**src/rtl/core/gdps_pkg.sv**
```systemverilog
// Shared types and constants for the granular delay pitch shifter.
// No dependencies; the other files that use it refer to it by scoped names.
package gdps_pkg;

	localparam int SAMPLE_W = 16;
	localparam int RATIO_W  = 17;
	localparam int FRAC_W   = 16;

	localparam int RING_DEPTH_DEF = 8192;
	localparam int GRAIN_LEN_DEF  = 1024;
	localparam int BASE_DELAY_DEF = 2048;

	typedef struct packed {
		logic signed [SAMPLE_W-1:0] sample_in;
		logic [RATIO_W-1:0]         pitch_ratio;
	} in_beat_t;

	typedef struct packed {
		logic signed [SAMPLE_W-1:0] sample_out;
	} out_beat_t;

	// step enables from the sequencer to the arithmetic path
	typedef struct packed {
		logic ld_prod;
		logic prod_sel_b;
		logic ld_ip;
		logic ld_wa;
		logic ld_wb;
		logic ld_tot;
		logic ld_div;
	} mac_ctl_t;

endpackage

```
**src/rtl/core/gdps_mac.sv**
```systemverilog
// Interpolate, window, sum, round and saturate, one step per sequencer enable.
// Division by GRAIN_LEN*65536 is a shift and a reciprocal multiply. Uses gdps_pkg.
module gdps_mac #(
	parameter int GRAIN_LEN = gdps_pkg::GRAIN_LEN_DEF
) (
	input  logic                                  clk,
	input  gdps_pkg::mac_ctl_t                    ctl,
	input  logic [gdps_pkg::SAMPLE_W-1:0]         rdata0,
	input  logic [gdps_pkg::SAMPLE_W-1:0]         rdata1,
	input  logic [gdps_pkg::FRAC_W-1:0]           frac_a,
	input  logic [gdps_pkg::FRAC_W-1:0]           frac_b,
	input  logic [$clog2(GRAIN_LEN+1)-1:0]        wt_a,
	input  logic [$clog2(GRAIN_LEN+1)-1:0]        wt_b,
	output logic signed [gdps_pkg::SAMPLE_W-1:0]  result
);

	localparam int     FW    = gdps_pkg::FRAC_W;
	localparam int     SW    = gdps_pkg::SAMPLE_W;
	localparam int     WW    = $clog2(GRAIN_LEN + 1);
	localparam int     CW    = $clog2(GRAIN_LEN);
	localparam int     PRW   = SW + FW + 1;
	localparam int     WPW   = PRW + WW + 1;
	localparam int     TW    = WPW + 1;
	localparam int     TQW   = TW - FW + 1;
	localparam int     NW    = FW + CW;
	localparam int     KW    = NW + CW;
	localparam int     QPW   = 2 * NW + 1;
	localparam longint RECIP = ((longint'(1) <<< KW) + GRAIN_LEN - 1) / GRAIN_LEN;
	localparam longint HALF  = longint'(GRAIN_LEN) * 32768;
	localparam longint SAT_P = longint'(GRAIN_LEN) * 32768;
	localparam longint SAT_N = longint'(GRAIN_LEN) * 32769;
	localparam logic [FW:0] ONE_Q = {1'b1, {FW{1'b0}}};

	logic [FW-1:0]          frac;
	logic [FW:0]            coef0, coef1;
	logic signed [PRW-1:0]  s0_x, s1_x, c0_x, c1_x, p0, p1;
	logic signed [PRW-1:0]  m0_s1, m1_s1, ip_s2;
	logic signed [WPW-1:0]  ip_x, wt_x, wp;
	logic signed [WPW-1:0]  pa_s3, pb_s3;
	logic signed [TW-1:0]   total;
	logic [TW-1:0]          mag;
	logic [TW:0]            rnd;
	logic [TQW-1:0]         t_s4;
	logic                   neg_s4, neg_s5, satp_s5, satn_s5;
	logic [QPW-1:0]         qp;
	logic [SW-1:0]          q_s5, q_neg;

	assign frac  = ctl.prod_sel_b ? frac_b : frac_a;
	assign coef1 = {1'b0, frac};
	assign coef0 = ONE_Q - coef1;
	assign s0_x  = PRW'($signed(rdata0));
	assign s1_x  = PRW'($signed(rdata1));
	assign c0_x  = PRW'($signed({1'b0, coef0}));
	assign c1_x  = PRW'($signed({1'b0, coef1}));
	assign p0    = s0_x * c0_x;
	assign p1    = s1_x * c1_x;

	assign ip_x = WPW'(ip_s2);
	assign wt_x = WPW'($signed({1'b0, (ctl.ld_wb ? wt_b : wt_a)}));
	assign wp   = ip_x * wt_x;

	assign total = TW'(pa_s3) + TW'(pb_s3);
	assign mag   = total[TW-1] ? TW'(-total) : total;
	assign rnd   = {1'b0, mag} + (TW+1)'(HALF);

	assign qp = QPW'(t_s4[NW-1:0]) * QPW'(RECIP);

	always_ff @(posedge clk) begin
		if (ctl.ld_prod) begin
			m0_s1 <= p0;
			m1_s1 <= p1;
		end
		if (ctl.ld_ip) begin
			ip_s2 <= m0_s1 + m1_s1;
		end
		if (ctl.ld_wa) begin
			pa_s3 <= wp;
		end
		if (ctl.ld_wb) begin
			pb_s3 <= wp;
		end
		if (ctl.ld_tot) begin
			t_s4   <= rnd[TW:FW];
			neg_s4 <= total[TW-1];
		end
		if (ctl.ld_div) begin
			q_s5    <= qp[KW +: SW];
			neg_s5  <= neg_s4;
			satp_s5 <= (64'(t_s4) >= 64'(SAT_P));
			satn_s5 <= (64'(t_s4) >= 64'(SAT_N));
		end
	end

	assign q_neg = SW'(0) - q_s5;

	always_comb begin
		priority if (neg_s5 && satn_s5) begin
			result = {1'b1, {(SW-1){1'b0}}};
		end else if (neg_s5) begin
			result = q_neg;
		end else if (satp_s5) begin
			result = {1'b0, {(SW-1){1'b1}}};
		end else begin
			result = q_s5;
		end
	end

endmodule
```
**config.mk**
```make
export PLATFORM = sky130hd
export DESIGN_NAME = gdps_mac
export DESIGN_NICKNAME = d
export VERILOG_FILES = /design/src/rtl/core/gdps_pkg.sv /design/src/rtl/core/gdps_mac.sv
export SDC_FILE = /design/constraint.sdc
export NUM_CORES = 2
export LEC_CHECK = 0
export BUFFER_PORTS_ARGS = -buffer_cell sky130_fd_sc_hd__buf_2
export CORE_ASPECT_RATIO = 2
export CORE_MARGIN = 8
export CORE_UTILIZATION = 50
export CTS_BUF_LIST = sky130_fd_sc_hd__clkbuf_4
export DETAILED_ROUTE_END_ITERATION = 10
export GPL_ROUTABILITY_DRIVEN = 0
export GPL_TIMING_DRIVEN = 0
export PLACE_DENSITY = 0.73
export SLEW_MARGIN = 30
export SYNTH_ARGS = -nofsm -noshare
export SYNTH_HDL_FRONTEND = slang
export SYNTH_SLANG_ARGS = --single-unit
```
**constraint.sdc**
```tcl
create_clock -name clk -period 25.5 [get_ports clk]
set_input_delay 2.55 -clock clk [delete_from_list [all_inputs] [get_ports clk]]
set_output_delay 2.55 -clock clk [all_outputs]
set_load 0.01 [all_outputs]
```
-- After elaboration in Yosys (flattened, before gate mapping)
Cells that the tools add are included.
- input bits: 94
- word-level logic and storage cells: 29
- register bits after elaboration: 240
- output and inout port bits: 16
- muxes and demuxes: 6
- order comparisons: 2
- add/sub/neg operators: 6
- reduce and logical (&&, ||, !) cells: 1
- $mul: 3
- operators by type and width (kind ; count):
    two-way mux 16 bit ; 4
    >= comparator 31 x 26 -> 1 bit, second input constant ; 2
    adder 46 x 26 -> 47 bit, second input constant ; 1
    adder 45 x 45 -> 46 bit ; 1
    two-way mux 46 bit ; 1
    negator 46 bit ; 1
    multiplier 33 x 12 -> 45 bit ; 1
    adder 33 bit ; 1
    multiplier 16 x 17 -> 33 bit ; 1
    multiplier 16 x 18 -> 33 bit ; 1
    subtractor 17 x 16 -> 17 bit, first input constant ; 1
    subtractor 1 x 16 -> 16 bit, first input constant ; 1
    two-way mux 11 bit ; 1
    logical AND 1 bit ; 1

-- Longest topological paths before layout
- depth in word-level cells: 4
- gate-level depth with buffers: 34

-- Least setup slack after synthesis
No wires, ideal clock.
- path kind: input to register
- from: in ctl[5] (netlist bit)
- to: reg m0_s1[30] (data pin)
- library setup time: 0.260 ns
- stages: 32
- required time: 25.240 ns
- path slack: 14.492 ns
- arrival time: 10.749 ns
- cells stage by stage: clkbuf_1 > mux2_2 > or3_1 > nor2_1 > nand2_1 > nor2_1 > nand3_1 > nor4_1 > xor2_1 > clkbuf_1 > nor2b_1 > fa_1 > inv_1 > fa_1 > fa_1 > inv_1 > fa_1 > fa_1 > inv_1 > fa_1 > inv_1 > ha_1 > a21o_1 > a21o_1 > a41o_1 > a21o_1 > a41o_1 > o41ai_1 > o21ai_0 > or2_2 > a21boi_0 > xnor2_1
- longest elaborated chain between the ends: 3
- RTL lines (what ; line ; text):
    start, declared ; gdps_mac.sv:7 ; input gdps_pkg::mac_ctl_t ctl,
    two-way mux 16 bit ; gdps_mac.sv:48 ; assign frac = ctl.prod_sel_b ? frac_b : frac_a;
    subtractor 17 x 16 -> 17 bit ; gdps_mac.sv:50 ; assign coef0 = ONE_Q - coef1;
    multiplier 16 x 18 -> 33 bit ; gdps_mac.sv:55 ; assign p0 = s0_x * c0_x;
    via p0[30] ; gdps_mac.sv:36 ; logic signed [PRW-1:0] s0_x, s1_x, c0_x, c1_x, p0, p1;
    end signal, assigned ; gdps_mac.sv:70 ; m0_s1 <= p0;
    end, declared ; gdps_mac.sv:37 ; logic signed [PRW-1:0] m0_s1, m1_s1, ip_s2;
The timed path passes the listed nets, and every way through them passes these cells.
A chain may end at the register's enable or synchronous reset.

-- Worst setup path in the final report
Ends and elaborated chain as after synthesis.

==> impl_metrics.env <==
export IMPL_worst_pin_slew_ns=1.008
export IMPL_final_cells=6010
export IMPL_clk_latency_ns=0.85
export IMPL_drt_iter0_markers=2421
export IMPL_synth_edff_count=230
export IMPL_cp_common_cell="fa_1"
export IMPL_r2r_start="ip_s2[5]$_DFFE_PP_"
export IMPL_final_cell_mix="inv_1 (885), fa_1 (718), nand2_1 (560), ha_1 (417), and2_1 (336)"
export IMPL_crit_slowest_cell="xnor2_1"
export IMPL_cp_required_ns=26.08
export IMPL_worstHoldStart="neg_s4$_DFFE_PP_"
export IMPL_clk_path_buf_depth=3
export IMPL_syn_inst=4634
export IMPL_place_inst=5902
export IMPL_cts_hold_buffers=0
export IMPL_rows=153
export IMPL_overflow=0
export IMPL_synth_avg_cell_area_um2=9.370
export IMPL_portBuffers=105
export IMPL_hpwl_mm=90.77
export IMPL_slowest_delay_ns=0.74
export IMPL_clockRootBuffer="clkbuf_4"
export IMPL_route_detailed_drc=0
export IMPL_skew_ns=0.1042
export IMPL_clk_pin_slew_ns=0.07
export IMPL_grt_pass1_wl_mm=177.4
export IMPL_timing_setup_tns_ns=0
export IMPL_yosys_register_bits=230
export IMPL_synth_cell_types=99
export IMPL_crit_arrival_ns=12.74
export IMPL_synth_nets=5863
export IMPL_vias=32940
export IMPL_maxCapViolCount=0
export IMPL_max_slew_margin_pct=32.34
export IMPL_drt_total_wl_mm=108.6
export IMPL_core_area_um2=86530
export IMPL_ys_seq_area_share_pct=15.91
export IMPL_hold_path_class="register to register"
export IMPL_netlist_area_um2=43420
export IMPL_clock_sinks=230
export IMPL_startpoint="ctl[5]"
export IMPL_multi_input_area_um2=32490
export IMPL_drive_gt1_share_pct=6.151
export IMPL_setup_violations_final=0
export IMPL_drt_pass1_iter_count=6
export IMPL_antenna_found_initial=4
export IMPL_final_common_cell="inv_1"
export IMPL_ant_nets=0
export IMPL_via_per_inst=5.480
export IMPL_critPathMaxFanout=10
export IMPL_hold_worst_slack_ns=0.4377
export IMPL_clock_fmax_mhz=82.22
export IMPL_hold_viol=0
export IMPL_finalNetCount=6028
export IMPL_h_tree_depth=2
export IMPL_startpoint_type="primary input"
export IMPL_fillers=7889
export IMPL_critPathKind="primary input to register"
export IMPL_regArea_um2=6907
export IMPL_rsz0062_at_grt="false"
export IMPL_dieArea_um2=97100
export IMPL_initial_core_util_pct=50.18
export IMPL_grt_pass1_vias=35260
export IMPL_fin_crit_ns=12.16
export IMPL_synth_flop_cell="edfxtp_1"
export IMPL_ys_warnings_count=0
export IMPL_ys_async_sr_fraction_pct=0
export IMPL_wl_per_cell_um=18.07
export IMPL_end_kind="register"
export IMPL_fin_crit_sh_pct=47.70
export IMPL_cts_buffers=57
export IMPL_worst_r2r_setup_slack_ns=18.38
export IMPL_drv_slew=0
export IMPL_cts_setup_buffers=0
export IMPL_grt_max_degree=54
export IMPL_status="finished, final reports clean"
export IMPL_cts_tree="done"
export IMPL_die_x_um=224.4
export IMPL_io_pins=110
export IMPL_ctsResizeCount=0
export IMPL_area_delta_synth_final_pct=6.435
export IMPL_gr_usage_all_layers_pct=22.79
export IMPL_die_h_um=432.7
worst paths after layout:
| path | endpoint | cells past startpoint |
|---|---|---|
| worst max register to register | pb_s3[40]$_DFFE_PP_ | 23 |
| worst min-delay path | neg_s5$_DFFE_PP_ | 0 |
| worst min register to register | neg_s5$_DFFE_PP_ | 0 |
| worst max-delay path | m0_s1[30]$_DFFE_PP_ | 30 |
state kept, by name, summed over array words and instances, names as in the netlist:
| signal | cells |
|---|---|
| m0_s1 | 33 |
| satp_s5 | 1 |
| ip_s2 | 33 |
| m1_s1 | 33 |
| pb_s3 | 45 |
| t_s4 | 21 |
| neg_s5 | 1 |
| pa_s3 | 45 |
| q_s5 | 16 |
| satn_s5 | 1 |
| neg_s4 | 1 |
logic make-up (layout without fill, tap and decap cells):
group                      count (synthesis)  in the layout  synth area share, %
AOI/OAI and AO/OA                        535            535                8.247
DFF                                      230            230                15.91
adders and majority gates               1135           1135                45.12
buffers and inverters                   1065           1276                9.288
xor gates and xnor gates                 197            197                4.008
other                                      1              4             0.008637
and+or+nand+nor                         1437           1437                16.56
muxes                                     34             34               0.8587
final cells by class:
class,instances,area share (%)
well taps,1162,3.146
repair buffers,106,1.213
plain buffers,179,1.530
flip-flops and latches,230,14.95
diodes,3,0.01624
clock inverters,36,0.5198
multi-input cells,3339,70.31
clock buffers,69,1.121
inverters,886,7.196
critical path: cells and delay by family:
| kind | cells | cell delay, ns |
|---|---|---|
| simple gates | 6 | 1.50 |
| xor+xnor | 2 | 0.83 |
| buf+inv | 6 | 1.58 |
| fa+ha+maj | 7 | 3.40 |
| mux | 1 | 0.62 |
| compound gates | 8 | 2.24 |
synthesized netlist by cell type (all sizes together), types with 15 or more instances:
| cell | n | area, um2 |
|---|---|---|
| nand2 | 560 | 2102 |
| buf | 29 | 143.9 |
| or3 | 26 | 162.7 |
| clkbuf | 150 | 563.0 |
| nor2 | 174 | 655.6 |
| o21ai | 116 | 588.1 |
| xnor2 | 147 | 1303 |
| a21oi | 145 | 748.2 |
| mux2 | 26 | 292.8 |
| o21bai | 24 | 183.9 |
| a21o | 62 | 465.5 |
| and2 | 336 | 2102 |
| edfxtp | 230 | 6907 |
| nand4 | 23 | 143.9 |
| fa | 718 | 14370 |
| nor3 | 60 | 310.3 |
| nand2b | 26 | 162.7 |
| and3 | 19 | 118.9 |
| ha | 417 | 5218 |
| xor2 | 50 | 437.9 |
| a31oi | 21 | 158.9 |
| nand3 | 35 | 175.2 |
| o21a | 28 | 210.2 |
| nor4 | 15 | 151.4 |
| inv | 886 | 3326 |
| a211oi | 22 | 165.2 |
| nor2b | 104 | 650.6 |
| or2 | 25 | 156.4 |
stage by stage:
step	util [%]	setup slack (ns)	area (um2)
floorplan	-	14.49	43420
global placement	52.47	12.69	45400
detailed placement	52.52	12.55	45450
CTS	53.40	13.46	46210
global route	53.41	12.88	46210
finish	53.41	13.34	46210
per-layer routing:
layer  share of wire (%)  GRT usage [%]  vias up  wire length (um)
met4                 4.5          9.872        0              4915
met2                  50          39.81     1203             53970
met5                   0              0        -                 0
li1                    -              -    15000                 -
met1                  39          27.67    16450             42570
met3                 6.6          3.437      280              7174
Power is not shown: default switching activity piles up to over one toggle a cycle in this logic, so the estimate is an artifact.
