`src/rtl/core/gdps_pkg.sv`:
```
// Shared types and constants for the granular delay pitch shifter.
// No dependencies; the other files that use it refer to it by scoped names.
package gdps_pkg;

	localparam int SAMPLE_W = 16;
	localparam int RATIO_W  = 17;
	localparam int FRAC_W   = 16;

	localparam int RING_DEPTH_DEF = 8192;
	localparam int GRAIN_LEN_DEF  = 1024;
	localparam int BASE_DELAY_DEF = 2048;

	typedef struct packed {
		logic signed [SAMPLE_W-1:0] sample_in;
		logic [RATIO_W-1:0]         pitch_ratio;
	} in_beat_t;

	typedef struct packed {
		logic signed [SAMPLE_W-1:0] sample_out;
	} out_beat_t;

	// step enables from the sequencer to the arithmetic path
	typedef struct packed {
		logic ld_prod;
		logic prod_sel_b;
		logic ld_ip;
		logic ld_wa;
		logic ld_wb;
		logic ld_tot;
		logic ld_div;
	} mac_ctl_t;

endpackage

```
`src/rtl/core/gdps_heads.sv`:
```
// Write index, grain phases and read head positions, updated once per beat.
// Latches the per-beat head positions and window weights. Uses gdps_pkg.
module gdps_heads #(
	parameter int RING_DEPTH = gdps_pkg::RING_DEPTH_DEF,
	parameter int GRAIN_LEN  = gdps_pkg::GRAIN_LEN_DEF,
	parameter int BASE_DELAY = gdps_pkg::BASE_DELAY_DEF
) (
	input  logic                                         clk,
	input  logic                                         arst_n,
	input  logic                                         accept,
	input  logic [gdps_pkg::RATIO_W-1:0]                 ratio,
	output logic [$clog2(RING_DEPTH)-1:0]                wr_idx,
	output logic [$clog2(RING_DEPTH)+gdps_pkg::FRAC_W-1:0] item_pos_a,
	output logic [$clog2(RING_DEPTH)+gdps_pkg::FRAC_W-1:0] item_pos_b,
	output logic [$clog2(GRAIN_LEN+1)-1:0]               item_wt_a,
	output logic [$clog2(GRAIN_LEN+1)-1:0]               item_wt_b
);

	localparam int     AW   = $clog2(RING_DEPTH);
	localparam int     FW   = gdps_pkg::FRAC_W;
	localparam int     PW   = AW + FW;
	localparam int     PHW  = $clog2(GRAIN_LEN);
	localparam int     WW   = $clog2(GRAIN_LEN + 1);
	localparam int     BACK = BASE_DELAY % RING_DEPTH;
	localparam longint SPAN = longint'(RING_DEPTH) << FW;

	logic [AW-1:0]  wr_q;
	logic [PHW-1:0] ph_a_q, ph_b_q;
	logic [PW-1:0]  pos_a_q, pos_b_q;

	logic [AW:0]    wsub;
	logic [AW-1:0]  rst_idx, wr_nxt;
	logic [PW-1:0]  rst_pos;
	logic [PW-1:0]  eff_a, eff_b, adv_a, adv_b, pos_a_nxt, pos_b_nxt;
	logic [PW:0]    sum_a, sum_b;
	logic [PHW-1:0] ph_a_nxt, ph_b_nxt;
	logic           wrap_a, wrap_b;
	logic signed [PHW+1:0] d_a, d_b;
	logic [PHW+1:0] mag_a, mag_b, wfull_a, wfull_b;

	assign wsub    = {1'b0, wr_q} - (AW+1)'(BACK);
	assign rst_idx = wsub[AW] ? AW'(wsub + (AW+1)'(RING_DEPTH)) : wsub[AW-1:0];
	assign rst_pos = {rst_idx, {FW{1'b0}}};

	assign eff_a = (ph_a_q == '0) ? rst_pos : pos_a_q;
	assign eff_b = (ph_b_q == '0) ? rst_pos : pos_b_q;

	assign sum_a = {1'b0, eff_a} + (PW+1)'(ratio);
	assign sum_b = {1'b0, eff_b} + (PW+1)'(ratio);
	assign adv_a = (sum_a >= (PW+1)'(SPAN)) ? PW'(sum_a - (PW+1)'(SPAN)) : sum_a[PW-1:0];
	assign adv_b = (sum_b >= (PW+1)'(SPAN)) ? PW'(sum_b - (PW+1)'(SPAN)) : sum_b[PW-1:0];

	assign wrap_a   = (ph_a_q == PHW'(GRAIN_LEN - 1));
	assign wrap_b   = (ph_b_q == PHW'(GRAIN_LEN - 1));
	assign ph_a_nxt = wrap_a ? '0 : PHW'(ph_a_q + 1'b1);
	assign ph_b_nxt = wrap_b ? '0 : PHW'(ph_b_q + 1'b1);
	assign pos_a_nxt = wrap_a ? rst_pos : adv_a;
	assign pos_b_nxt = wrap_b ? rst_pos : adv_b;

	assign wr_nxt = (wr_q == AW'(RING_DEPTH - 1)) ? '0 : AW'(wr_q + 1'b1);

	// triangular window: GRAIN_LEN - |2*phase - GRAIN_LEN|
	assign d_a     = $signed({1'b0, ph_a_q, 1'b0}) - (PHW+2)'(GRAIN_LEN);
	assign d_b     = $signed({1'b0, ph_b_q, 1'b0}) - (PHW+2)'(GRAIN_LEN);
	assign mag_a   = d_a[PHW+1] ? (PHW+2)'(-d_a) : d_a;
	assign mag_b   = d_b[PHW+1] ? (PHW+2)'(-d_b) : d_b;
	assign wfull_a = (PHW+2)'(GRAIN_LEN) - mag_a;
	assign wfull_b = (PHW+2)'(GRAIN_LEN) - mag_b;

	always_ff @(posedge clk or negedge arst_n) begin
		if (!arst_n) begin
			wr_q    <= '0;
			ph_a_q  <= '0;
			ph_b_q  <= PHW'(GRAIN_LEN / 2);
			pos_a_q <= '0;
			pos_b_q <= '0;
		end else if (accept) begin
			wr_q    <= wr_nxt;
			ph_a_q  <= ph_a_nxt;
			ph_b_q  <= ph_b_nxt;
			pos_a_q <= pos_a_nxt;
			pos_b_q <= pos_b_nxt;
		end
	end

	always_ff @(posedge clk) begin
		if (accept) begin
			item_pos_a <= eff_a;
			item_pos_b <= eff_b;
			item_wt_a  <= WW'(wfull_a);
			item_wt_b  <= WW'(wfull_b);
		end
	end

	assign wr_idx = wr_q;

endmodule

```
`config.mk`:
```
export PLATFORM = sky130hd
export DESIGN_NAME = gdps_heads
export DESIGN_NICKNAME = d
export VERILOG_FILES = /design/src/rtl/core/gdps_pkg.sv /design/src/rtl/core/gdps_heads.sv
export SDC_FILE = /design/constraint.sdc
export NUM_CORES = 1
export LEC_CHECK = 0
export ABC_AREA = 1
export BUFFER_PORTS_ARGS = -buffer_cell sky130_fd_sc_hd__buf_2
export CORE_ASPECT_RATIO = 0.8
export CORE_MARGIN = 5
export CORE_UTILIZATION = 35
export DETAILED_ROUTE_END_ITERATION = 12
export PLACE_DENSITY = 0.61
export SLEW_MARGIN = 20
export SYNTH_ARGS = -nofsm -noshare
export SYNTH_HDL_FRONTEND = slang
export SYNTH_SLANG_ARGS = --single-unit
```
`constraint.sdc`:
```
create_clock -name clk -period 3.2 [get_ports clk]
set_input_delay 0.16 -clock clk [delete_from_list [all_inputs] [get_ports clk]]
set_output_delay 0.16 -clock clk [all_outputs]
set_load 0.01 [all_outputs]
```
; ---- Yosys cells after proc, flatten, opt, wreduce, memory -nomap -nowiden
; Cells that the tools add are included.
; W data, S select, Z words.
[word_totals]
out_inout_bits = 93
reg_bits = 171
[classes]
magnitude_cmp = 2
addsub = 15
n_reduce_logical = 2
n_eq_ne = 3
muxes = 12
[op_table]
columns = cell, n
row1 = $mux W29, 6
row2 = $add A29 B17 Y30, 2
row3 = $ge A30 B30 Y1 const B, 2
row4 = $sub A29 B1 Y29 const B, 2
row5 = $add A13 B1 Y13 const B, 2
row6 = $mux W13, 2
row7 = $sub A11 B11 Y12 const B, 2
row8 = $mux W11, 2
row9 = $neg A11 Y11, 2
row10 = $sub A11 B11 Y11 const A, 2
row11 = $add A10 B1 Y10 const B, 2
row12 = $eq A10 B10 Y1 const B, 2
row13 = $logic_not A10 Y1, 2
row14 = $mux W10, 2
row15 = $sub A13 B12 Y14 const B, 1
row16 = $eq A13 B13 Y1 const B, 1

; ---- Longest topological paths before layout
; Gate-level depths: netlist of the first run.
[depth]
word_depth = 8
mapped_depth = 26

; ---- Least setup slack after synthesis of the first run
; Ideal clock, no wire load.
[synth_path]
path_type = reg-to-reg
from = register ph_a_q[0]
to = register pos_a_q[26]
setup_time_ns = 0.117
required_ns = 3.083
synth_period_minus_slack_ns = 3.279
path_stages_with_launch = 27
path_buffers = 2
setup_slack_ns = -0.079
arrival_time_ns = 3.162
cell_sequence = dfrtp_1 inv_1 ha_1 nand2_1 nor2_1 nand3_2 buf_4 inv_1 clkbuf_1 nor2_1 ha_1 inv_1 fa_1 inv_1 nand2_1 nand2_1 o21ai_0 o21ai_0 nand2_1 nand2_1 nand2_1 nand2_1 nand2_1 nand2_1 nand3_1 nand2_1 nand2_1
[synth_via]
elab_chain_len = 6
elab_cells_between_ends = 8
cone_classes = 2 x add/sub / 1 x order compare / 1 x eq/ne / 3 x mux / 1 x reduce/logical
[synth_rtl]
columns = element, line
row1 = from (decl), gdps_heads.sv:28  ; logic [PHW-1:0] ph_a_q, ph_b_q;
row2 = from (signal assigned), gdps_heads.sv:79  ; ph_a_q <= ph_a_nxt;
row3 = $logic_not A10 Y1 (*), gdps_heads.sv:45  ; assign eff_a = (ph_a_q == '0) ? rst_pos : pos_a_q;
row4 = $mux W29 (*), gdps_heads.sv:45
row5 = net eff_a[0], gdps_heads.sv:34  ; logic [PW-1:0] eff_a, eff_b, adv_a, adv_b, pos_a_nxt, pos_b_nxt;
row6 = $add A29 B17 Y30 (*), gdps_heads.sv:48  ; assign sum_a = {1'b0, eff_a} + (PW+1)'(ratio);
row7 = $sub A29 B1 Y29 / $ge A30 B30 Y1 (equally long branches), gdps_heads.sv:50  ; assign adv_a = (sum_a >= (PW+1)'(SPAN)) ? PW'(sum_a - (PW+1)'(SPAN)) : sum_a[PW-1:0];
row8 = $mux W29 (*), gdps_heads.sv:50
row9 = $mux W29 (*), gdps_heads.sv:57  ; assign pos_a_nxt = wrap_a ? rst_pos : adv_a;
row10 = to (signal assigned), gdps_heads.sv:81  ; pos_a_q <= pos_a_nxt;
row11 = to (decl), gdps_heads.sv:29  ; logic [PW-1:0] pos_a_q, pos_b_q;
; Mark *: on every way through the listed nets, which the timed path passes. The rest lies on a longest branch.
; A chain may end at the register's enable or synchronous reset.

; ---- Worst setup path in the final report of the first run
[layout_path]
from = register ph_b_q[1]
to = register pos_b_q[21]
[layout_via]
elab_chain_len = 6
elab_cells_between_ends = 8
cone_classes = 2 x add/sub / 1 x order compare / 1 x eq/ne / 3 x mux / 1 x reduce/logical
[layout_rtl]
columns = element, line
row1 = from (decl), gdps_heads.sv:28
row2 = from (signal assigned), gdps_heads.sv:74  ; ph_b_q <= PHW'(GRAIN_LEN / 2);
row3 = from (signal assigned), gdps_heads.sv:80  ; ph_b_q <= ph_b_nxt;
row4 = $logic_not A10 Y1 (*), gdps_heads.sv:46  ; assign eff_b = (ph_b_q == '0) ? rst_pos : pos_b_q;
row5 = $mux W29 (*), gdps_heads.sv:46
row6 = net eff_b[16], gdps_heads.sv:34
row7 = $add A29 B17 Y30 (*), gdps_heads.sv:49  ; assign sum_b = {1'b0, eff_b} + (PW+1)'(ratio);
row8 = $sub A29 B1 Y29 / $ge A30 B30 Y1 (equally long branches), gdps_heads.sv:51  ; assign adv_b = (sum_b >= (PW+1)'(SPAN)) ? PW'(sum_b - (PW+1)'(SPAN)) : sum_b[PW-1:0];
row9 = $mux W29 (*), gdps_heads.sv:51
row10 = $mux W29 (*), gdps_heads.sv:58  ; assign pos_b_nxt = wrap_b ? rst_pos : adv_b;
row11 = to (signal assigned), gdps_heads.sv:82  ; pos_b_q <= pos_b_nxt;
row12 = to (decl), gdps_heads.sv:29
; Marks and branches as above.

==> impl_metrics.xml, run 1 <==
<?xml version="1.0" encoding="UTF-8"?>
<metrics>
  <group name="cts">
    <metric name="clock_tree.htree_level_count" unit="">4</metric>
    <metric name="cts_buffer_count" unit="">17</metric>
    <metric name="worst_skew_pair.late_latency" unit="ns">0.44</metric>
    <metric name="clk_root_buffer_cell" unit="">sky130_fd_sc_hd__clkbuf_16</metric>
    <metric name="clk_pin_slew" unit="ns">0.07</metric>
    <metric name="max-clock-path-buffers" unit="">2</metric>
    <metric name="clock_sinks" unit="">169</metric>
    <metric name="cts_tree" unit="">built</metric>
  </group>
  <group name="global_routing">
    <metric name="globalRouteTotalUtil" unit="%">17.4</metric>
    <metric name="vias_in_the_first_global_route" unit="">8607</metric>
    <metric name="wire_length_of_the_first_global_routing_pass" unit="um">45800</metric>
    <metric name="pin_count_of_the_biggest_net_entering_global_routing" unit="">62</metric>
    <metric name="globalRouteOverflowTotal" unit="">0</metric>
    <metric name="grt_antenna_before_repair" unit="">1</metric>
  </group>
  <group name="final_layout">
    <metric name="area_growth" unit="%">18.7</metric>
    <metric name="proportion_of_layout_cells_with_a_drive_suffix_above_1" unit="%">18.7</metric>
    <metric name="layout.cells.most_common_list" unit="">sky130_fd_sc_hd__nand2_1, sky130_fd_sc_hd__inv_1, sky130_fd_sc_hd__nor2_1</metric>
    <metric name="post-route-util" unit="%">42.4</metric>
    <metric name="num-nets-final" unit="">1475</metric>
    <metric name="final_cells" unit="">1797</metric>
    <metric name="most_frequent_standard_cell_in_the_layout_excluding_fill_and_tap_cells" unit="">sky130_fd_sc_hd__nand2_1</metric>
  </group>
  <group name="drt">
    <metric name="drt_first_iter_violations" unit="">769</metric>
    <metric name="final_antenna_net_count" unit="">0</metric>
    <metric name="route.detailed.drc" unit="">0</metric>
    <metric name="vias_per_cell" unit="">4.97</metric>
    <metric name="drt_first_pass_iters" unit="">5</metric>
    <metric name="route.detailed.wl_per_inst" unit="um">15.7</metric>
    <metric name="drt_wl_total" unit="um">28100</metric>
    <metric name="route.vias.total" unit="">8927</metric>
  </group>
  <group name="critical_path">
    <metric name="critical_path.max_fanout" unit="">6</metric>
    <metric name="crit_path_cell_trace" unit="">inv_1, ha_2, nand3_4, nor2_4, nand2_4, buf_4, o21ai_1, ha_2, a21oi_1, o21ai_0, a21oi_1, nand3_1, nand3_1, xor2_1, o21ai_1</metric>
    <metric name="critical_path.n_buffers_inverters" unit="">2</metric>
    <metric name="critical_path.slowest_cell" unit="">sky130_fd_sc_hd__dfrtp_1</metric>
    <metric name="worst_setup_path_end_kind" unit="">register</metric>
    <metric name="critical-path-max-stage-delay" unit="ns">0.40</metric>
    <metric name="critical-path-top-delay-family" unit="">compound AO/OA/AOI/OAI gates</metric>
    <metric name="timing.setup.critical_path_class" unit="">register to register</metric>
    <metric name="critPathArrivalTime" unit="ns">3.29</metric>
    <metric name="critical_path.reg2reg.startpoint" unit="">ph_b_q[1]$_DFFE_PN0P_</metric>
    <metric name="worstSetupPathDepth" unit="">15</metric>
    <metric name="worst-r2r-cell-count" unit="">15</metric>
    <metric name="worstSetupStartpoint" unit="">ph_b_q[1]$_DFFE_PN0P_</metric>
    <metric name="timing.critical_path.required" unit="ns">3.51</metric>
    <metric name="ff2ff_setup_slack" unit="ns">0.22</metric>
    <metric name="nature_of_the_critical_path_startpoint" unit="">register</metric>
  </group>
  <group name="power">
    <metric name="leakage" unit="nW">5.76</metric>
    <metric name="power-per-cell-area" unit="nW/um^2">839</metric>
    <metric name="ir_drop" unit="mV">0.384</metric>
  </group>
  <group name="job">
    <metric name="maxCapViolations" unit="">0</metric>
  </group>
  <group name="yosys">
    <metric name="yosys_register_bits" unit="">169</metric>
    <metric name="mappedNetlistArea" unit="sq um">10200</metric>
    <metric name="synth_cell_type_count" unit="">49</metric>
    <metric name="synth_warnings" unit="">0</metric>
    <metric name="synth_cells" unit="">1261</metric>
    <metric name="postSynthAreaPerCell" unit="sq um">8.08</metric>
    <metric name="synth.yosys.seq_area_share" unit="%">45.4</metric>
  </group>
  <group name="floorplanning">
    <metric name="dieArea" unit="sq um">32600</metric>
    <metric name="floorplan.initialDensity" unit="%">35.7</metric>
    <metric name="die_x" unit="um">201</metric>
    <metric name="core" unit="sq um">28500</metric>
    <metric name="number_of_primary_i_o_pins" unit="">113</metric>
    <metric name="std_cell_rows" unit="">55</metric>
    <metric name="fp.dieH" unit="um">163</metric>
  </group>
  <group name="timing">
    <metric name="rsz0062_at_grt" unit="">false</metric>
    <metric name="timing.slew.headroom" unit="%">40.8</metric>
    <metric name="final-hold-violation-count" unit="">0</metric>
    <metric name="worst_pin_slew" unit="ns">0.888</metric>
    <metric name="report.final.setup_viol" unit="">0</metric>
    <metric name="fin_worst_skew" unit="ns">0.0170</metric>
    <metric name="fin_crit_period" unit="ns">2.98</metric>
    <metric name="highest_clock_rate" unit="GHz">0.335</metric>
    <metric name="fin_crit_sh" unit="%">93.2</metric>
    <metric name="slew_viol_final" unit="">0</metric>
  </group>
  <group name="place">
    <metric name="numPlacedInstances" unit="">1756</metric>
    <metric name="port_buffers" unit="">110</metric>
    <metric name="global_placement_routability_congestion" unit="">0.903</metric>
    <metric name="detailed_place_hpwl" unit="um">21200</metric>
  </group>
  <group name="worst_hold_path">
    <metric name="worst_hold_path.num_cells" unit="">4</metric>
    <metric name="worst_hold_path_type" unit="">primary input to register</metric>
    <metric name="hold_path_startpoint" unit="">ratio[0]</metric>
  </group>
  <group name="run_status">
    <metric name="run_status" unit="">finished clean</metric>
  </group>
</metrics>
## cells in the mapped netlist (all sizes together)
| master | number | area share, % |
|---|---|---|
| a21boi | 4 | 0.29 |
| and2 | 2 | 0.12 |
| ha | 40 | 4.9 |
| o22ai | 23 | 1.4 |
| o21ai | 99 | 5.0 |
| xnor2 | 5 | 0.43 |
| xor2 | 43 | 3.7 |
| nor3 | 17 | 1.1 |
| o31ai | 1 | 0.074 |
| clkbuf | 13 | 0.48 |
| inv | 188 | 6.9 |
| clkinv | 2 | 0.074 |
| conb | 1 | 0.037 |
| nand3b | 2 | 0.15 |
| a21oi | 67 | 3.3 |
| o211ai | 1 | 0.12 |
| a21o | 1 | 0.074 |
| nor4 | 4 | 0.31 |
| a211oi | 1 | 0.074 |
| buf | 13 | 0.96 |
| edfxtp | 78 | 23 |
| nor3b | 3 | 0.22 |
| o21a | 1 | 0.074 |
| o21bai | 7 | 0.52 |
| dfstp | 1 | 0.26 |
| dfrtp | 90 | 22 |
| nand3 | 90 | 4.8 |
| or2 | 3 | 0.18 |
| nor2 | 143 | 5.7 |
| nand2 | 293 | 12 |
| nand4 | 9 | 0.55 |
| a22oi | 13 | 0.96 |
| fa | 2 | 0.39 |
| a31oi | 1 | 0.061 |
## cell type report
class                           count  area (sq um)
Fill cell                        2882         16400
Sequential cell                   169          4620
Clock buffer                       21           440
Timing Repair Buffer              158           946
Antenna cell                        1          2.50
Inverter                          190           721
Tap cell                          370           463
Clock inverter                     11          78.8
Multi-Input combinational cell    877          4820
## worst min-delay path: cells and delay by family
family	cells	cell delay [ns]
simple gates	1	0.05
buf+inv	1	0.11
compound gates	1	0.06
fa+ha+maj	1	0.13
## metrics by stage
| step | setup WS (ns) | setup TNS (ns) | cell area [sq um] | hold WS [ns] | power (W) |
|---|---|---|---|---|---|
| 6_report | 0.216 | 0 | 12100 | 0.106 | 0.0101 |
| 5_1_grt | 0.00125 | 0 | 12100 | 0.112 | 0.0110 |
| 4_1_cts | 0.0412 | 0 | 11900 | 0.103 | 0.0100 |
| 3_5_place_dp | -0.00798 | -0.00905 | 11400 | 0.350 | 0.00808 |
| 3_3_place_gp | 0.104 | 0 | 11400 | 0.344 | 0.00803 |
| 2_1_floorplan | 0.00504 | 0 | 10200 | -0.136 | 0.00660 |
## report_power, final
group	switching (W)	internal [W]	leakage [nW]
sequential	0.000385	0.00311	1.86
combinational	0.00299	0.00176	3.66
clock	0.000903	0.000993	0.239
total	0.00428	0.00586	5.76
## cell families (layout without fill, tap and decap cells)
logic type	count (synthesis)	after routing	synth area share, %
buf+inv	216	380	8.44
flops	169	169	45.4
compound gates	219	219	11.9
fa+ha+maj	42	42	5.31
xor+xnor	48	48	4.13
other cells	1	3	0.0368
simple gates	566	566	24.8
## repair_timing
action                                  CTS  global route
gates resized for setup                   1            42
endpoints found under the setup margin    3            37
hold buffers                              1             0
hold endpoints to repair                 60             0
pin swaps                                 0            11
setup buffers                             0             7
## worst paths after layout
check,end
min in group asynchronous,pos_a_q[6]$_DFFE_PN0P_
min reg2reg,pos_a_q[16]$_DFFE_PN0P_
max reg2reg,pos_b_q[21]$_DFFE_PN0P_
max in group asynchronous,ph_b_q[9]$_DFFE_PN1P_
max,pos_b_q[21]$_DFFE_PN0P_
min,pos_b_q[0]$_DFFE_PN0P_
## layer usage
layer / vias up / routed length (um) / track usage, %
met2: 248 / 12000 / 26.1
met1: 4196 / 14000 / 25.9
met3: 27 / 1660 / 3.15
met4: 0 / 478 / 4.53
met5: - / 0 / 0
li1: 4456 / - / -
## sequential cells by signal (all words and copies together), names as in the netlist
signal      count
ph_a_q         10
item_wt_a      10
item_wt_b      10
ph_b_q         10
pos_a_q        29
wr_idx         13
item_pos_b     29
item_pos_a     29
pos_b_q        29
(Power assumes the default switching activity.)
==> run 2: changes to the inputs <==
--- a/config.mk
+++ b/config.mk
@@ -11,6 +11,7 @@
 export CORE_MARGIN = 5
 export CORE_UTILIZATION = 35
 export DETAILED_ROUTE_END_ITERATION = 12
+export MAX_ROUTING_LAYER = met4
 export PLACE_DENSITY = 0.61
 export SLEW_MARGIN = 20
 export SYNTH_ARGS = -nofsm -noshare
==> run 2 against run 1 <==
Compared with the run above: combinational power increased by 3%; global-route usage up 0.65 points; design area grew 1.0%; final cell count is 0.11% higher; clock-buffer cell count increased by 3; critical path depth rose by 3; worst hold slack better by 0.014 ns; via count fell by 0.65%; critical endpoint is now pos_b_q[22]$_DFFE_PN0P_; largest power group unchanged; highest routed layer unchanged.
==> impl_metrics.xml, run 2 (synthesis results as in run 1) <==
<?xml version="1.0" encoding="UTF-8"?>
<metrics>
  <group name="timing">
    <metric name="worst_hold_slack" unit="ns">0.120</metric>
    <metric name="worst_slack" unit="ns">0.187</metric>
    <metric name="fin_crit_period" unit="ns">3.01</metric>
    <metric name="fin_crit_sh" unit="%">94.2</metric>
    <metric name="highest_clock_rate" unit="GHz">0.332</metric>
    <metric name="report.final.setup_viol" unit="">0</metric>
    <metric name="timing.slew.headroom" unit="%">55.0</metric>
    <metric name="fin_worst_skew" unit="ns">0.0161</metric>
    <metric name="slew_viol_final" unit="">0</metric>
    <metric name="worst_pin_slew" unit="ns">0.675</metric>
    <metric name="final-hold-violation-count" unit="">0</metric>
  </group>
  <group name="cts">
    <metric name="max-clock-path-buffers" unit="">2</metric>
    <metric name="worst_skew_pair.late_latency" unit="ns">0.43</metric>
    <metric name="clock_sinks" unit="">169</metric>
    <metric name="clock_tree.htree_level_count" unit="">4</metric>
    <metric name="cts_tree" unit="">built</metric>
    <metric name="cts_buffer_count" unit="">17</metric>
    <metric name="clk_pin_slew" unit="ns">0.06</metric>
    <metric name="clk_root_buffer_cell" unit="">sky130_fd_sc_hd__clkbuf_16</metric>
  </group>
  <group name="critical_path">
    <metric name="critPathArrivalTime" unit="ns">3.32</metric>
    <metric name="critical_path.max_fanout" unit="">12</metric>
    <metric name="timing.critical_path.required" unit="ns">3.50</metric>
    <metric name="worst_setup_path_end_kind" unit="">register</metric>
    <metric name="nature_of_the_critical_path_startpoint" unit="">register</metric>
    <metric name="timing.setup.critical_path_class" unit="">register to register</metric>
  </group>
  <group name="drt">
    <metric name="drt_first_iter_violations" unit="">717</metric>
    <metric name="final_antenna_net_count" unit="">0</metric>
    <metric name="vias_per_cell" unit="">4.93</metric>
    <metric name="route.detailed.wl_per_inst" unit="um">16.0</metric>
    <metric name="route.vias.total" unit="">8869</metric>
    <metric name="drt_wl_total" unit="um">28800</metric>
    <metric name="route.detailed.drc" unit="">0</metric>
    <metric name="drt_first_pass_iters" unit="">5</metric>
  </group>
  <group name="power">
    <metric name="combinational_share_of_power" unit="%">46.5</metric>
    <metric name="power-per-cell-area" unit="nW/um^2">859</metric>
    <metric name="clkPwrFrac" unit="%">20.2</metric>
    <metric name="internal_portion_of_total_power" unit="W">0.00615</metric>
    <metric name="p_switching" unit="W">0.00435</metric>
    <metric name="ir_drop" unit="mV">0.480</metric>
    <metric name="leakage" unit="nW">5.84</metric>
    <metric name="seq_power_share" unit="%">33.3</metric>
    <metric name="p_sw_share" unit="%">41.4</metric>
  </group>
  <group name="final_layout">
    <metric name="layout.cells.most_common_list" unit="">sky130_fd_sc_hd__nand2_1, sky130_fd_sc_hd__inv_1, sky130_fd_sc_hd__nor2_1</metric>
    <metric name="seq_cell_area" unit="sq um">4620</metric>
    <metric name="final_cells" unit="">1799</metric>
    <metric name="num-nets-final" unit="">1478</metric>
    <metric name="area_growth" unit="%">19.9</metric>
    <metric name="proportion_of_layout_cells_with_a_drive_suffix_above_1" unit="%">19.5</metric>
    <metric name="number_of_diodes" unit="">0</metric>
    <metric name="layout.filler_cells" unit="">2895</metric>
    <metric name="multi_input_combinational_cell_area" unit="sq um">4840</metric>
    <metric name="post-route-util" unit="%">42.9</metric>
    <metric name="most_frequent_standard_cell_in_the_layout_excluding_fill_and_tap_cells" unit="">sky130_fd_sc_hd__nand2_1</metric>
  </group>
  <group name="floorplanning">
    <metric name="core" unit="sq um">28500</metric>
    <metric name="number_of_primary_i_o_pins" unit="">113</metric>
    <metric name="std_cell_rows" unit="">55</metric>
    <metric name="floorplan.initialDensity" unit="%">35.7</metric>
    <metric name="fp.dieH" unit="um">163</metric>
    <metric name="die_x" unit="um">201</metric>
    <metric name="dieArea" unit="sq um">32600</metric>
  </group>
  <group name="worst_hold_path">
    <metric name="worst_hold_path_type" unit="">primary input to register</metric>
  </group>
  <group name="run_status">
    <metric name="run_status" unit="">finished clean</metric>
  </group>
  <group name="place">
    <metric name="post-place-ws" unit="ns">-0.0254</metric>
    <metric name="numPlacedInstances" unit="">1757</metric>
    <metric name="global_placement_routability_congestion" unit="">0.916</metric>
    <metric name="port_buffers" unit="">110</metric>
    <metric name="detailed_place_hpwl" unit="um">21400</metric>
  </group>
  <group name="global_routing">
    <metric name="grt_antenna_before_repair" unit="">0</metric>
    <metric name="vias_in_the_first_global_route" unit="">8589</metric>
    <metric name="globalRouteOverflowTotal" unit="">0</metric>
    <metric name="globalRouteTotalUtil" unit="%">18.0</metric>
    <metric name="wire_length_of_the_first_global_routing_pass" unit="um">46000</metric>
    <metric name="pin_count_of_the_biggest_net_entering_global_routing" unit="">47</metric>
  </group>
  <group name="job">
    <metric name="maxCapViolations" unit="">0</metric>
  </group>
</metrics>
## run 2: changes by cell type in the layout (fill, tap and decap cells not counted), sizes merged
cell | previous run | this run
buf | 157 | 160
bufinv | 0 | 1
clkbuf | 21 | 24
clkinv | 7 | 6
clkinvlp | 5 | 0
diode | 1 | 0
inv | 189 | 191
## run 2: metrics by stage
stage / TNS, ns / cell area (sq um) / power, W
after floorplan: 0 / 10200 / 0.00660
after CTS: 0 / 12000 / 0.0103
after global placement: 0 / 11400 / 0.00806
final: 0 / 12200 / 0.0105
after global routing: -0.212 / 12200 / 0.0113
after detailed placement: -0.0349 / 11400 / 0.00811
## run 2: area by class of cell
type | count | area share [%]
inverter | 190 | 5.90
timing repair buffer | 161 | 7.90
clock buffer | 24 | 4.21
sequential | 169 | 37.8
multi-input combinational | 877 | 39.7
tap | 370 | 3.79
clock inverter | 8 | 0.666
## run 2: routing by layer
metal / wire length [um] / global-route usage (%) / vias to the layer above / share of wire, %
met5: 0 / - / - / 0
met4: 314 / 3.56 / 0 / 1.1
met3: 1860 / 3.64 / 24 / 6.5
met2: 12500 / 27.0 / 253 / 43
met1: 14200 / 25.7 / 4146 / 49
li1: - / - / 4446 / -
## run 2: critical path: stages (launching register included)
cell and delay, ns:
sky130_fd_sc_hd__dfrtp_1 0.37, sky130_fd_sc_hd__inv_1 0.08, sky130_fd_sc_hd__ha_2 0.20, sky130_fd_sc_hd__nand3_4 0.10
sky130_fd_sc_hd__nor2_4 0.05, sky130_fd_sc_hd__nand2_4 0.08, sky130_fd_sc_hd__inv_6 0.07, sky130_fd_sc_hd__buf_4 0.16
sky130_fd_sc_hd__nor2_1 0.26, sky130_fd_sc_hd__ha_2 0.39, sky130_fd_sc_hd__a21oi_1 0.19, sky130_fd_sc_hd__o21ai_0 0.11
sky130_fd_sc_hd__a21oi_1 0.12, sky130_fd_sc_hd__nand2_1 0.11, sky130_fd_sc_hd__buf_4 0.16, sky130_fd_sc_hd__a21oi_1 0.17
sky130_fd_sc_hd__o21ai_0 0.10, sky130_fd_sc_hd__nand3_1 0.09, sky130_fd_sc_hd__nand2_1 0.07
## run 2: power by group through the flow
stage	registers, W	logic [W]	clock network (W)
2_1_floorplan	0.00361	0.00299	0
3_3_place_gp	0.00352	0.00455	0
3_5_place_dp	0.00353	0.00458	0
4_1_cts	0.00349	0.00463	0.00216
5_1_grt	0.00357	0.00551	0.00227
6_report	0.00350	0.00488	0.00212
## run 2: path summary, 6_finish.rpt
check / slack [ns] / depth (start not counted) / end / start
worst max-delay path: 0.19 / 18 / pos_b_q[22]$_DFFE_PN0P_ / ph_b_q[1]$_DFFE_PN0P_
worst min-delay path: 0.12 / 4 / pos_b_q[0]$_DFFE_PN0P_ / ratio[0]
worst max register to register: 0.19 / 18 / pos_b_q[22]$_DFFE_PN0P_ / ph_b_q[1]$_DFFE_PN0P_
worst min register to register: 0.48 / 2 / pos_a_q[26]$_DFFE_PN0P_ / pos_a_q[26]$_DFFE_PN0P_
max in group asynchronous: 2.11 / 3 / ph_b_q[9]$_DFFE_PN1P_ / arst_n
min in group asynchronous: 0.30 / 2 / pos_a_q[6]$_DFFE_PN0P_ / arst_n
## run 2: repair_timing
item                       in CTS  in global routing
resized for setup               1                 47
pin swaps                       1                  9
buffers inserted                1                  8
hold buffers                    1                  0
gates cloned                    0                  0
hold endpoints to repair       45                  0
setup endpoints to repair       4                 39
==> run 3: changes to the inputs <==
--- a/config.mk
+++ b/config.mk
@@ -12,7 +12,7 @@
 export CORE_UTILIZATION = 35
 export DETAILED_ROUTE_END_ITERATION = 12
 export MAX_ROUTING_LAYER = met4
-export PLACE_DENSITY = 0.61
+export PLACE_DENSITY = 0.59
 export SLEW_MARGIN = 20
 export SYNTH_ARGS = -nofsm -noshare
 export SYNTH_HDL_FRONTEND = slang
==> constraint.sdc (replaced) <==
create_clock -name clk -period 3.7 [get_ports clk]
set_input_delay 0.185 -clock clk [delete_from_list [all_inputs] [get_ports clk]]
set_output_delay 0.185 -clock clk [all_outputs]
set_load 0.01 [all_outputs]
==> run 3 against run 2 <==
Compared with the run above: clock power fell by 12%; largest cell class unchanged; final cell count decreased by 1.8%; die area did not move; sequential power fell by 13%; critical path type unchanged; worst hold slack improved by 0.068 ns; sequential share of layout area increased by 1.3 points; setup slack better by 0.075 ns; utilization decreased by 1.4 points; combinational power decreased by 22%; non-clock buffer count down 33; via count decreased by 1.9%; wire length down 1.9%.
==> impl_metrics.xml, run 3 (synthesis results as in run 1) <==
<?xml version="1.0" encoding="UTF-8"?>
<metrics>
  <group name="global_routing">
    <metric name="grt_antenna_before_repair" unit="">0</metric>
    <metric name="globalRouteTotalUtil" unit="%">17.7</metric>
    <metric name="globalRouteOverflowTotal" unit="">0</metric>
    <metric name="vias_in_the_first_global_route" unit="">8340</metric>
    <metric name="pin_count_of_the_biggest_net_entering_global_routing" unit="">51</metric>
    <metric name="wire_length_of_the_first_global_routing_pass" unit="um">45400</metric>
  </group>
  <group name="timing">
    <metric name="worst_pin_slew" unit="ns">0.715</metric>
    <metric name="timing.slew.headroom" unit="%">52.4</metric>
    <metric name="report.final.setup_viol" unit="">0</metric>
    <metric name="rsz0062_at_grt" unit="">true</metric>
    <metric name="fin_worst_skew" unit="ns">0.0130</metric>
    <metric name="final-hold-violation-count" unit="">0</metric>
    <metric name="fin_crit_sh" unit="%">92.9</metric>
    <metric name="highest_clock_rate" unit="GHz">0.291</metric>
    <metric name="fin_crit_period" unit="ns">3.44</metric>
    <metric name="slew_viol_final" unit="">0</metric>
  </group>
  <group name="critical_path">
    <metric name="nature_of_the_critical_path_startpoint" unit="">register</metric>
    <metric name="worst_setup_path_end_kind" unit="">register</metric>
    <metric name="timing.critical_path.required" unit="ns">4.01</metric>
    <metric name="ff2ff_setup_slack" unit="ns">0.26</metric>
    <metric name="critical_path.max_fanout" unit="">17</metric>
    <metric name="worst-r2r-cell-count" unit="">21</metric>
    <metric name="critPathArrivalTime" unit="ns">3.75</metric>
    <metric name="timing.setup.critical_path_class" unit="">register to register</metric>
  </group>
  <group name="cts">
    <metric name="post-cts-setup-buffers" unit="">0</metric>
    <metric name="worst_skew_pair.late_latency" unit="ns">0.43</metric>
    <metric name="clock_sinks" unit="">169</metric>
    <metric name="clock_tree.htree_level_count" unit="">4</metric>
    <metric name="clk_pin_slew" unit="ns">0.07</metric>
    <metric name="cts_buffer_count" unit="">17</metric>
    <metric name="clk_root_buffer_cell" unit="">sky130_fd_sc_hd__clkbuf_16</metric>
    <metric name="max-clock-path-buffers" unit="">2</metric>
    <metric name="cts_tree" unit="">built</metric>
  </group>
  <group name="floorplanning">
    <metric name="std_cell_rows" unit="">55</metric>
    <metric name="die_x" unit="um">201</metric>
    <metric name="dieArea" unit="sq um">32600</metric>
    <metric name="floorplan.initialDensity" unit="%">35.7</metric>
    <metric name="fp.dieH" unit="um">163</metric>
    <metric name="core" unit="sq um">28500</metric>
    <metric name="number_of_primary_i_o_pins" unit="">113</metric>
  </group>
  <group name="power">
    <metric name="power-per-cell-area" unit="nW/um^2">738</metric>
    <metric name="ir_drop" unit="mV">0.359</metric>
    <metric name="leakage" unit="nW">5.66</metric>
    <metric name="p_total" unit="W">0.00871</metric>
  </group>
  <group name="final_layout">
    <metric name="final_cells" unit="">1766</metric>
    <metric name="area_growth" unit="%">16.0</metric>
    <metric name="post-route-util" unit="%">41.5</metric>
    <metric name="layout.filler_cells" unit="">2912</metric>
    <metric name="num-nets-final" unit="">1445</metric>
    <metric name="multi_input_combinational_cell_area" unit="sq um">4710</metric>
    <metric name="seq_cell_area" unit="sq um">4620</metric>
    <metric name="layout.cell_area.non_filler" unit="sq um">11800</metric>
    <metric name="most_frequent_standard_cell_in_the_layout_excluding_fill_and_tap_cells" unit="">sky130_fd_sc_hd__nand2_1</metric>
    <metric name="number_of_diodes" unit="">0</metric>
    <metric name="layout.cells.most_common_list" unit="">sky130_fd_sc_hd__nand2_1, sky130_fd_sc_hd__inv_1, sky130_fd_sc_hd__nor2_1</metric>
    <metric name="proportion_of_layout_cells_with_a_drive_suffix_above_1" unit="%">15.5</metric>
  </group>
  <group name="drt">
    <metric name="vias_per_cell" unit="">4.93</metric>
    <metric name="route.detailed.wl_per_inst" unit="um">16.0</metric>
    <metric name="route.detailed.drc" unit="">0</metric>
    <metric name="drt_first_iter_violations" unit="">778</metric>
    <metric name="final_antenna_net_count" unit="">0</metric>
    <metric name="drt_wl_total" unit="um">28300</metric>
    <metric name="route.vias.total" unit="">8699</metric>
    <metric name="drt_first_pass_iters" unit="">5</metric>
  </group>
  <group name="place">
    <metric name="post_dp_cell_area" unit="sq um">11200</metric>
    <metric name="numPlacedInstances" unit="">1733</metric>
    <metric name="detailed_place_hpwl" unit="um">21200</metric>
    <metric name="port_buffers" unit="">110</metric>
    <metric name="global_placement_routability_congestion" unit="">0.908</metric>
  </group>
  <group name="worst_hold_path">
    <metric name="worst_hold_path_type" unit="">primary input to register</metric>
    <metric name="worst_hold_path.num_cells" unit="">4</metric>
  </group>
  <group name="job">
    <metric name="maxCapViolations" unit="">0</metric>
  </group>
  <group name="run_status">
    <metric name="run_status" unit="">finished clean</metric>
  </group>
</metrics>
[run 3: changes by cell type in the layout (fill, tap and decap cells not counted), moves of 5 or more]
cell / before / now
sky130_fd_sc_hd__nor2_2: 11 / 6
sky130_fd_sc_hd__a21oi_1: 62 / 67
sky130_fd_sc_hd__nor2_1: 128 / 133
sky130_fd_sc_hd__buf_4: 49 / 19
sky130_fd_sc_hd__ha_1: 31 / 39
sky130_fd_sc_hd__a21oi_2: 5 / 0
[run 3: cell type report]
cell class                      instances  area share (%)
Inverter                              190            6.04
Multi-Input combinational cell        877            39.9
Clock inverter                         10            1.21
Tap cell                              370            3.92
Clock buffer                           22            3.93
Timing Repair Buffer                  128            5.87
Sequential cell                       169            39.1
[run 3: final timing paths]
kind / from / to
worst max-delay path: ph_b_q[0]$_DFFE_PN0P_ / pos_b_q[27]$_DFFE_PN0P_
worst min-delay path: ratio[0] / pos_a_q[0]$_DFFE_PN0P_
worst max register to register: ph_b_q[0]$_DFFE_PN0P_ / pos_b_q[27]$_DFFE_PN0P_
worst min register to register: pos_a_q[20]$_DFFE_PN0P_ / pos_a_q[20]$_DFFE_PN0P_
max in group asynchronous: arst_n / ph_b_q[9]$_DFFE_PN1P_
min in group asynchronous: arst_n / pos_a_q[5]$_DFFE_PN0P_
[run 3: metrics by stage]
| stage | setup slack (ns) | hold WS, ns | TNS, ns |
|---|---|---|---|
| after floorplan | 0.421 | -0.111 | 0 |
| after global placement | 0.250 | 0.289 | 0 |
| after detailed placement | 0.182 | 0.291 | 0 |
| after CTS | 0.169 | 0.164 | 0 |
| after global routing | -0.0667 | 0.221 | -0.0667 |
| final | 0.262 | 0.188 | 0 |
[run 3: layer usage]
| layer | vias up | share of wire (%) | routed length (um) | GRT usage (%) |
|---|---|---|---|---|
| li1 | 4392 | - | - | - |
| met1 | 4088 | 51 | 14500 | 25.9 |
| met2 | 204 | 43 | 12100 | 26.5 |
| met3 | 15 | 4.9 | 1400 | 2.57 |
| met4 | 0 | 0.74 | 210 | 3.41 |
| met5 | - | 0 | 0 | - |
[run 3: repair_timing]
action / 4_1_cts / 5_1_grt
endpoints found under the setup margin: 0 / 12
resized for setup: 0 / 5
hold endpoints to repair: 48 / 0
hold buffers: 1 / 0
[run 3: worst max-delay path: stages (launching register included)]
cell and delay [ns]:
sky130_fd_sc_hd__dfrtp_1 0.44, sky130_fd_sc_hd__inv_1 0.13, sky130_fd_sc_hd__ha_1 0.25, sky130_fd_sc_hd__nand3_4 0.12, sky130_fd_sc_hd__nor2_4 0.14, sky130_fd_sc_hd__nand2_4 0.05, sky130_fd_sc_hd__inv_2 0.29, sky130_fd_sc_hd__nor2_1 0.12
sky130_fd_sc_hd__ha_1 0.34, sky130_fd_sc_hd__inv_1 0.07, sky130_fd_sc_hd__o21bai_1 0.22, sky130_fd_sc_hd__nor2_1 0.06, sky130_fd_sc_hd__nand2_1 0.06, sky130_fd_sc_hd__o21ai_0 0.20, sky130_fd_sc_hd__o21ai_1 0.28, sky130_fd_sc_hd__nand2_1 0.10
sky130_fd_sc_hd__nand2_2 0.13, sky130_fd_sc_hd__nand2_1 0.06, sky130_fd_sc_hd__nand2_1 0.06, sky130_fd_sc_hd__nand2_1 0.04, sky130_fd_sc_hd__nand2_1 0.06, sky130_fd_sc_hd__nand2_1 0.06
[run 3: power by group]
| part | switching (W) | total, W | internal, W | leakage, nW |
|---|---|---|---|---|
| clock network | 0.000767 | 0.00187 | 0.00110 | 0.295 |
| logic | 0.00249 | 0.00381 | 0.00132 | 3.51 |
| registers | 0.000351 | 0.00304 | 0.00269 | 1.86 |
| total | 0.00361 | 0.00871 | 0.00511 | 5.66 |
